===== src/rtl/sah_pkg.sv =====
// shared types for the set associative hash table
// command and status bundles between controller and datapath; no dependencies
package sah_pkg;

  localparam logic [63:0] HASH_SEED = 64'd5381;
  localparam int unsigned HASH_SHIFT = 5;
  localparam int unsigned MOD_STEPS = 8;

  localparam logic ACT_INSERT = 1'b0;
  localparam logic ACT_LOOKUP = 1'b1;

  typedef struct packed {
    logic clr_step;
    logic load;
    logic hash_step;
    logic mod_step;
    logic mem_rd;
    logic upd;
  } sah_cmd_t;

  typedef struct packed {
    logic clr_last;
  } sah_status_t;

endpackage


===== src/rtl/sah_ctrl.sv =====
// sequencing state machine for the set associative hash table
// uses sah_pkg command and status types; drives sah_dpath
module sah_ctrl import sah_pkg::*; #(
  parameter int NUM_BUCKETS = 256,
  parameter int KEY_BYTES = 8
) (
  input  logic        clk,
  input  logic        rst,
  input  logic        in_valid,
  output logic        in_ready,
  output logic        out_valid,
  input  logic        out_ready,
  input  sah_status_t status,
  output sah_cmd_t    cmd
);

  localparam bit IS_POW2 = ((NUM_BUCKETS & (NUM_BUCKETS - 1)) == 0);
  localparam logic [2:0] HASH_LAST = 3'(KEY_BYTES - 1);
  localparam logic [2:0] MOD_LAST = 3'(MOD_STEPS - 1);

  typedef enum logic [2:0] {
    S_CLEAR,
    S_IDLE,
    S_HASH,
    S_MOD,
    S_READ,
    S_UPD
  } state_t;

  state_t     state;
  logic [2:0] cnt;

  always_comb begin
    cmd = '0;
    in_ready = 1'b0;
    case (state)
      S_CLEAR: cmd.clr_step = 1'b1;
      S_IDLE: begin
        in_ready = 1'b1;
        cmd.load = in_valid;
      end
      S_HASH: cmd.hash_step = 1'b1;
      S_MOD:  cmd.mod_step = 1'b1;
      S_READ: cmd.mem_rd = 1'b1;
      S_UPD:  cmd.upd = !out_valid || out_ready;
      default: ;
    endcase
  end

  always_ff @(posedge clk) begin
    if (rst) begin
      state <= S_CLEAR;
      cnt <= '0;
      out_valid <= 1'b0;
    end else begin
      if (cmd.upd) begin
        out_valid <= 1'b1;
      end else if (out_ready) begin
        out_valid <= 1'b0;
      end
      case (state)
        S_CLEAR: begin
          if (status.clr_last) state <= S_IDLE;
        end
        S_IDLE: begin
          if (in_valid) begin
            cnt <= '0;
            state <= S_HASH;
          end
        end
        S_HASH: begin
          if (cnt == HASH_LAST) begin
            cnt <= '0;
            state <= IS_POW2 ? S_READ : S_MOD;
          end else begin
            cnt <= cnt + 3'd1;
          end
        end
        S_MOD: begin
          if (cnt == MOD_LAST) begin
            cnt <= '0;
            state <= S_READ;
          end else begin
            cnt <= cnt + 3'd1;
          end
        end
        S_READ: state <= S_UPD;
        S_UPD: begin
          if (cmd.upd) state <= S_IDLE;
        end
        default: state <= S_IDLE;
      endcase
    end
  end

endmodule


===== config.mk =====
export PLATFORM = sky130hd
export DESIGN_NAME = sah_ctrl
export DESIGN_NICKNAME = d
export VERILOG_FILES = /design/src/rtl/sah_pkg.sv /design/src/rtl/sah_ctrl.sv
export SDC_FILE = /design/constraint.sdc
export NUM_CORES = 1
export LEC_CHECK = 0
export BUFFER_PORTS_ARGS = -buffer_cell sky130_fd_sc_hd__buf_2
export CORE_AREA = 2 2 39 41
export CTS_CLUSTER_DIAMETER = 30
export DETAILED_ROUTE_END_ITERATION = 10
export DIE_AREA = 0 0 41 43
export PLACE_DENSITY = 0.53
export SLEW_MARGIN = 10
export SYNTH_ARGS = -nofsm -noshare
export SYNTH_HDL_FRONTEND = slang
export SYNTH_SLANG_ARGS = --single-unit

===== constraint.sdc =====
create_clock -name clk -period 1.7 [get_ports clk]
set_clock_uncertainty 0.2 [all_clocks]
set_input_delay 0.34 -clock clk [delete_from_list [all_inputs] [get_ports clk]]
set_output_delay 0.34 -clock clk [all_outputs]
set_load 0.1 [all_outputs]

==> results of run 1 <==
==> worst max-delay path, delay by kind of cell (launching register included) <==
family,cells,cell delay [ns]
buf+inv,1,0.18
simple gates,3,0.41
flops,1,0.35
==> final cells by class <==
type	instances	area, µm²	area share (%)
Clock buffer	4	26.3	3.64
Inverter	3	13.8	1.91
Multi-Input combinational cell	35	275	38.1
Sequential cell	7	150	20.8
Tap cell	16	20.0	2.77
Timing Repair Buffer	21	236	32.8
==> power breakdown <==
group | internal [W] | leakage, nW | switching (W)
clock | 0.0000899 | 0.0150 | 0.0000660
sequential | 0.000171 | 0.0592 | 0.0000122
combinational | 0.0000775 | 0.226 | 0.000120
total | 0.000338 | 0.300 | 0.000198
==> layout by cell type, fill, tap and decap left out, types with 2 or more instances in the layout <==
cell      count
a21oi_1       7
buf_12        7
buf_2         5
buf_4         8
clkbuf_4      3
dfxtp_1       3
dfxtp_2       2
dfxtp_4       2
ha_1          2
nand2_1       3
nor2_4        2
nor2b_1       2
nor3_4        3
o21ai_0       4
==> kinds of logic (layout without fill, tap and decap cells) <==
logic type / after synthesis / after routing / synth area share [%]
DFF: 7 / 7 / 35.4
AOI/OAI and AO/OA: 13 / 13 / 17.4
and+or+nand+nor: 19 / 19 / 26.9
buffers and inverters: 6 / 28 / 11.1
muxes: 1 / 1 / 2.85
adders and majority gates: 2 / 2 / 6.33
==> timing repair <==
| action | in CTS | in global routing |
|---|---|---|
| resized for setup | 5 | 3 |
| cloned | 0 | 0 |
| pin swaps | 5 | 2 |
| endpoints found under the setup margin | 6 | 7 |
| buffers inserted | 5 | 1 |
==> flip-flops by register name (all words and copies together), names as in the netlist <==
name	count
state	3
cnt	3
out_valid	1
==> metrics by stage <==
stage / hold slack [ns] / worst slack, ns / power, W / util, %
5_1_grt: 0.145 / -0.0739 / 0.000565 / 52.2
4_1_cts: 0.141 / -0.0207 / 0.000540 / 50.9
6_report: 0.145 / -0.0253 / 0.000536 / 52.2
2_1_floorplan: 0.202 / -0.136 / 0.000313 / -
3_3_place_gp: 0.266 / 0.180 / 0.000367 / 45.3
3_5_place_dp: 0.276 / 0.154 / 0.000368 / 45.3
==> worst min-delay path by stage <==
stage                     depth (start not counted)  endpoint    from
after floorplan                                   1  state[0]     rst
after global placement                            2    cnt[1]  cnt[1]
after detailed placement                          2    cnt[1]  cnt[1]
after CTS                                         2  state[0]     rst
after global routing                              2  state[1]     rst
final                                             2  state[2]     rst
==> layer usage <==
layer | routed length, µm | vias to the layer above | share of wire (%)
met3 | 37 | 5 | 3.9
met1 | 359 | 194 | 38
met2 | 518 | 10 | 54
li1 | - | 208 | -
met5 | 0 | - | 0
met4 | 37 | 0 | 3.9
==> results.cfg, run 1 <==
[synth]
synth_nets = 55
synth_seq_area_share_pct = 35.4
async_flop_share_pct = 0
syn_avg_cell_area_um2 = 8.24
synth_top_cells_by_area = dfxtp_1, a21oi_1, ha_1
synth_common_cells = a21oi_1, dfxtp_1, nand2_1
netlist_area_um2 = 395
synth-seq-cells = 7
synth_ff_type = dfxtp_1
postSynthCellCount = 48
yosys.area.top_type = dfxtp_1
synth_edf_count = 0
synth_top_area_share_pct = 35.4
netlist-cell-type-count = 21
ys.warnings.count = 0

[floorplanning]
die-area_um2 = 1760
rows = 14
die_y_um = 43
ios = 13
coreArea_um2 = 1380
start_util_pct = 28.6
die_w_um = 41

[global_route]
busiest_layer = met2
grt_pass1_wl_mm = 1.56
grt_use_met1_pct = 14.0
grt_pass1_vias = 376
grtUsageMet2_pct = 21.3
grt_use_total_pct = 14.5
grt_max_degree = 10
antenna_found_initial = 0
grtUsageMet3_pct = 6.28
overflow = 0

[routing]
drt_iter0_markers = 12
via_count = 417
drtPass1Iterations = 4
wl_per_cell_um = 11.1
post-route-drc-count = 0
vias_per_cell = 4.85
detail_route.wirelength_um = 953
detail-route-antenna-nets = 0

[setup_path]
crit_fanout = 5
crit_chain = and2b_2 -> nand2_2 -> nor2_4 -> buf_12
crit_arrival_ns = 1.19
cp_data_required_time_ns = 1.16
r2r_slack_ns = 0.24
r2r_start = cnt[0]
crit_path_start_kind = register
criticalPathCategory = reg2out
cp-end-kind = output port
cp_slowest_stage_delay_ns = 0.35
r2r-end = cnt[0]
reg2reg_depth = 4
crit_start = state[1]
cp_slowest_cell = dfxtp_4
worstSetupEndpoint = cmd[0]

[clock_network]
h-tree-depth = 1
clkSinkCount = 7
cts_tree = built
clockBufferDepth = 2
clkTransAtPathRegs_ns = 0.05
cts_made_buffers = 3
root_buffer = clkbuf_4
worstSkewPairLatency_ns = 0.26
cts_hold_buffers = 0

[sta]
post-route-period-util_pct = 101
setup-tns-final_ns = -0.0374
setup_viol = 3
timing.fmax_mhz = 580
setup_ws_ns = -0.0253
min_period_ns = 1.73
hold_viol_final = 0
rsz0062_at_grt = true
drv_slew = 0
slew_headroom_pct = 68.0
tightest_slew_ns = 0.483

[placed_design]
finalWeightedCongestion = 0.727
place_inst = 76
dp_hpwl_um = 630
portBuffers = 12
place_area_um2 = 627

[cells_and_area]
insertedDiodeCount = 0
num-nets-final = 78
nFillCells = 133
fin_cells = 86
drive_gt1_share_pct = 60.0
area_delta_synth_final_pct = 82.6
postLayoutCellArea_um2 = 722

[power]
leakage_nw = 0.300
p_per_area_nw_per_um2 = 743
vdd_drop_max_mv = 0.409

[worst_hold_path]
hp-class = in2reg

[run_status]
violations = negative setup slack
outcome = finished with violations

[job]
drv_cap = 0
No activity file was read; power rests on OpenSTA's default activity.
==> run 2, diff against run 1 <==
- BUFFER_PORTS_ARGS: -buffer_cell sky130_fd_sc_hd__buf_2 -> not set
- DONT_BUFFER_PORTS: not set -> 1
- PLACE_DENSITY: 0.53 -> 0.44
==> run 2 against run 1 <==
The flow still finishes with violations (negative setup slack). Power is 1.4% lower. Via count decreased by 6.2%. Sequential share of layout area up 0.83 points. Maximum frequency grew 1.4%. Non-clock buffer count down 7. Core utilization shrank 3.3 points. Register-to-register slack worse by 0.02 ns. Global-route usage decreased by 2.8 points. Hold slack got worse by 0.028 ns. Critical endpoint unchanged.
==> results.cfg, run 2 (synthesis results as in run 1) <==
[run_status]
outcome = finished with violations
violations = negative setup slack

[cells_and_area]
postLayoutCellArea_um2 = 677
nFillCells = 127
drive_gt1_share_pct = 52.4
num-nets-final = 71
final_cell_mix = a21oi_1, buf_12, buf_4
final_util_pct = 48.9
insertedDiodeCount = 0
largestRegisters = cnt x3, state x3, out_valid x1
area_delta_synth_final_pct = 71.2

[global_route]
grt_pass1_vias = 360
grt_use_met1_pct = 11.7
antenna_found_initial = 0
grtUsageMet3_pct = 4.71
grtUsageMet2_pct = 20.3
grt_use_total_pct = 11.7
busiest_layer = met2
grt_max_degree = 10
grt_pass1_wl_mm = 1.40
overflow = 0

[placed_design]
dp_hpwl_um = 674
finalWeightedCongestion = 0.723
place_area_um2 = 609
portBuffers = 0

[power]
clkPwrFrac_pct = 29.7
power.internal_w = 0.000334
p_seq_share_pct = 34.2
switchingPower_w = 0.000195
vdd_drop_max_mv = 0.307
sw_frac_of_total_pct = 36.9
power_frac_comb_pct = 36.1
leakage_nw = 0.260
p_per_area_nw_per_um2 = 781

[routing]
via_count = 391
detail_route.wirelength_um = 859
detail-route-antenna-nets = 0
drtPass1Iterations = 5
wl_per_cell_um = 10.9
post-route-drc-count = 0
vias_per_cell = 4.95
drt_iter0_markers = 16

[clock_network]
cts_tree = built
cts_made_buffers = 3
worstSkewPairLatency_ns = 0.25
clkSinkCount = 7
clkTransAtPathRegs_ns = 0.05
root_buffer = clkbuf_4
clockBufferDepth = 2
h-tree-depth = 1

[sta]
setup_viol = 1
hold_viol_final = 0
timing.fmax_mhz = 588
drv_slew = 0
tightest_slew_ns = 0.335
min_period_ns = 1.70
setup_ws_ns = -0.000758
post-route-period-util_pct = 100
slew_headroom_pct = 77.6
rsz0062_at_grt = true

[floorplanning]
die_w_um = 41
start_util_pct = 28.6
die_y_um = 43
coreArea_um2 = 1380
ios = 13
die-area_um2 = 1760
rows = 14

[setup_path]
cp-end-kind = output port
cp_data_required_time_ns = 1.16
criticalPathCategory = reg2out
crit_path_start_kind = register
crit_arrival_ns = 1.16
crit_fanout = 4

[worst_hold_path]
hp-class = in2reg

[job]
drv_cap = 0
==> run 2: cell types whose count changed in the layout (fill, tap and decap cells not counted) <==
cell           delta
buf_2             -5
dfxtp_4           -1
nand2_2           +1
dfxtp_1           +1
dlygate4sd3_1     +1
buf_4             -2
buf_6             -1
nor2_2            -1
nand2_4           -1
nor2_4            +1
==> run 2: power groups by stage <==
stage / clock network [W] / logic (W) / registers [W]
finish: 0.000157 / 0.000191 / 0.000181
global route: 0.000170 / 0.000198 / 0.000182
CTS: 0.000154 / 0.000188 / 0.000180
detailed placement: 0 / 0.000174 / 0.000186
global placement: 0 / 0.000172 / 0.000186
floorplan: 0 / 0.000135 / 0.000178
==> run 2: critical path, cell delays in order, from the launching register on <==
cell and delay [ns]:
dfxtp_2 0.32, and2b_2 0.24, nand2_2 0.07, nor2_4 0.10
buf_12 0.18
==> run 2: worst paths after layout <==
path | start | to | slack (ns) | depth (start not counted)
worst max-delay path | state[1] | cmd[0] | -0.0008 | 4
worst min-delay path | status | state[0] | 0.12 | 2
worst max register to register | cnt[0] | cnt[0] | 0.22 | 4
worst min register to register | cnt[1] | cnt[1] | 0.28 | 2
==> run 2: area by class of cell <==
type | instances | area, µm² | share of cell area (%)
inverter | 3 | 13.8 | 2.03
sequential | 7 | 146 | 21.6
timing repair buffer | 14 | 195 | 28.8
tap | 16 | 20.0 | 2.96
clock buffer | 4 | 26.3 | 3.88
multi-input combinational | 35 | 275 | 40.7
==> run 2: routing by layer <==
| metal | part of all wire [%] | wire, µm |
|---|---|---|
| met5 | 0 | 0 |
| met4 | 0.47 | 4 |
| met3 | 8.1 | 70 |
| met2 | 54 | 461 |
| met1 | 38 | 323 |
==> run 2: metrics by stage <==
step	worst slack, ns	hold WS [ns]	setup TNS, ns	std cells	total power, W
3_5_place_dp	0.177	0.207	0	72	0.000360
2_1_floorplan	-0.136	0.202	-0.660	48	0.000313
3_3_place_gp	0.203	0.202	0	72	0.000358
4_1_cts	-0.00199	0.124	-0.00199	79	0.000522
6_report	-0.000758	0.117	-0.000758	79	0.000529
5_1_grt	-0.0448	0.119	-0.119	79	0.000550
==> run 2: timing repair <==
action,CTS,global route
setup buffers,2,0
setup endpoints to repair,4,6
hold endpoints to repair,7,0
hold buffers,1,0
resized for setup,2,3
pin swaps,2,1
==> run 3, diff against run 2 <==
- SKIP_CTS_REPAIR_TIMING: not set -> 1
==> run 3 against run 2 <==
Count of clock-buffer cells in the layout stayed put. The run still ends with negative setup slack left. Largest power group unchanged. Cell area is 1.1% lower. Sequential cell count stayed put. Power is 0.59% lower.
==> results.cfg, run 3 (synthesis results as in run 1) <==
[placed_design]
dp_hpwl_um = 674
place_inst = 72
finalWeightedCongestion = 0.723
portBuffers = 0

[cells_and_area]
final_cell_mix = a21oi_1, buf_12, buf_4
area_delta_synth_final_pct = 69.3
insertedDiodeCount = 0
multi_input_area_um2 = 275
nFillCells = 132
fin_cells = 78
drive_gt1_share_pct = 51.6
regArea_um2 = 146
largestRegisters = cnt x3, state x3, out_valid x1
num-nets-final = 70

[clock_network]
h-tree-depth = 1
cts_made_buffers = 3
worstSkewPairLatency_ns = 0.25
clkSinkCount = 7
clockBufferDepth = 2
cts_tree = built
root_buffer = clkbuf_4
clkTransAtPathRegs_ns = 0.05

[setup_path]
crit_chain = and2b_2 -> nand2_2 -> nor2_4 -> buf_12
crit_path_start_kind = register
criticalPathCategory = reg2out
critPathBufInv = 1
crit_family = simple AND/OR/NAND/NOR gates
cp_slowest_stage_delay_ns = 0.32
cp-end-kind = output port
cp_data_required_time_ns = 1.16
crit_fanout = 4
crit_arrival_ns = 1.16
cp_slowest_cell = dfxtp_2

[global_route]
grt_use_total_pct = 11.7
grt_pass1_vias = 352
antenna_found_initial = 0
overflow = 0
grt_max_degree = 10
grt_pass1_wl_mm = 1.40

[routing]
wl_met2_um = 514
via_count = 380
wl_met1_um = 344
vias_per_cell = 4.87
drtPass1Iterations = 4
post-route-drc-count = 0
routed.top_layer = met4
detail_route.wirelength_um = 942
wl_per_cell_um = 12.1
wl_met3_um = 78
detail-route-antenna-nets = 0
drt_iter0_markers = 8

[power]
total_power_w = 0.000526
p_per_area_nw_per_um2 = 785
vdd_drop_max_mv = 0.305
leakage_nw = 0.262

[floorplanning]
rows = 14
start_util_pct = 28.6
coreArea_um2 = 1380
die-area_um2 = 1760
die_y_um = 43
ios = 13
die_w_um = 41

[sta]
post-route-period-util_pct = 100
rsz0062_at_grt = true
tightest_slew_ns = 0.350
hold_viol_final = 0
min_period_ns = 1.70
setup_viol = 1
drv_slew = 0
slew_headroom_pct = 76.6
timing.fmax_mhz = 587
setup_ws_ns = -0.00245

[run_status]
violations = negative setup slack
outcome = finished with violations

[worst_hold_path]
hp-class = in2reg

[job]
drv_cap = 0
-- run 3: cell type report --
type / count / share of cell area, %
clock buffer: 4 / 3.93
inverter: 3 / 2.06
multi-input combinational: 35 / 41.1
sequential: 7 / 21.9
tap: 16 / 2.99
timing repair buffer: 13 / 28.0
-- run 3: routing by layer --
layer,vias up,track usage [%]
met3,2,5.24
met5,-,0
met1,168,11.7
li1,190,-
met2,20,20.0
met4,0,4.00
-- run 3: path summary, 6_finish.rpt --
path | startpoint | to | slack, ns | cells after the start
hold / removal | status | state[0] | 0.12 | 2
setup / recovery | state[1] | cmd[0] | -0.002 | 4
setup reg to reg | cnt[0] | cnt[0] | 0.21 | 4
hold reg to reg | cnt[2] | cnt[2] | 0.28 | 2
-- run 3: power breakdown --
| part | internal [W] | switching, W | leakage, nW |
|---|---|---|---|
| registers | 0.000171 | 0.0000101 | 0.0584 |
| clock network | 0.0000898 | 0.0000657 | 0.0150 |
| logic | 0.0000707 | 0.000118 | 0.188 |
| total | 0.000332 | 0.000194 | 0.262 |
-- run 3: stage by stage --
stage	worst slack [ns]	hold WS (ns)	utilization (%)	instance area [µm²]	setup TNS, ns
2_1_floorplan	-0.136	0.202	-	459	-0.660
3_3_place_gp	0.203	0.202	44.0	609	0
3_5_place_dp	0.177	0.207	44.0	609	0
4_1_cts	-0.0987	-0.0550	45.9	636	-0.226
5_1_grt	-0.0431	0.119	48.4	669	-0.144
6_report	-0.00245	0.116	48.4	669	-0.00245
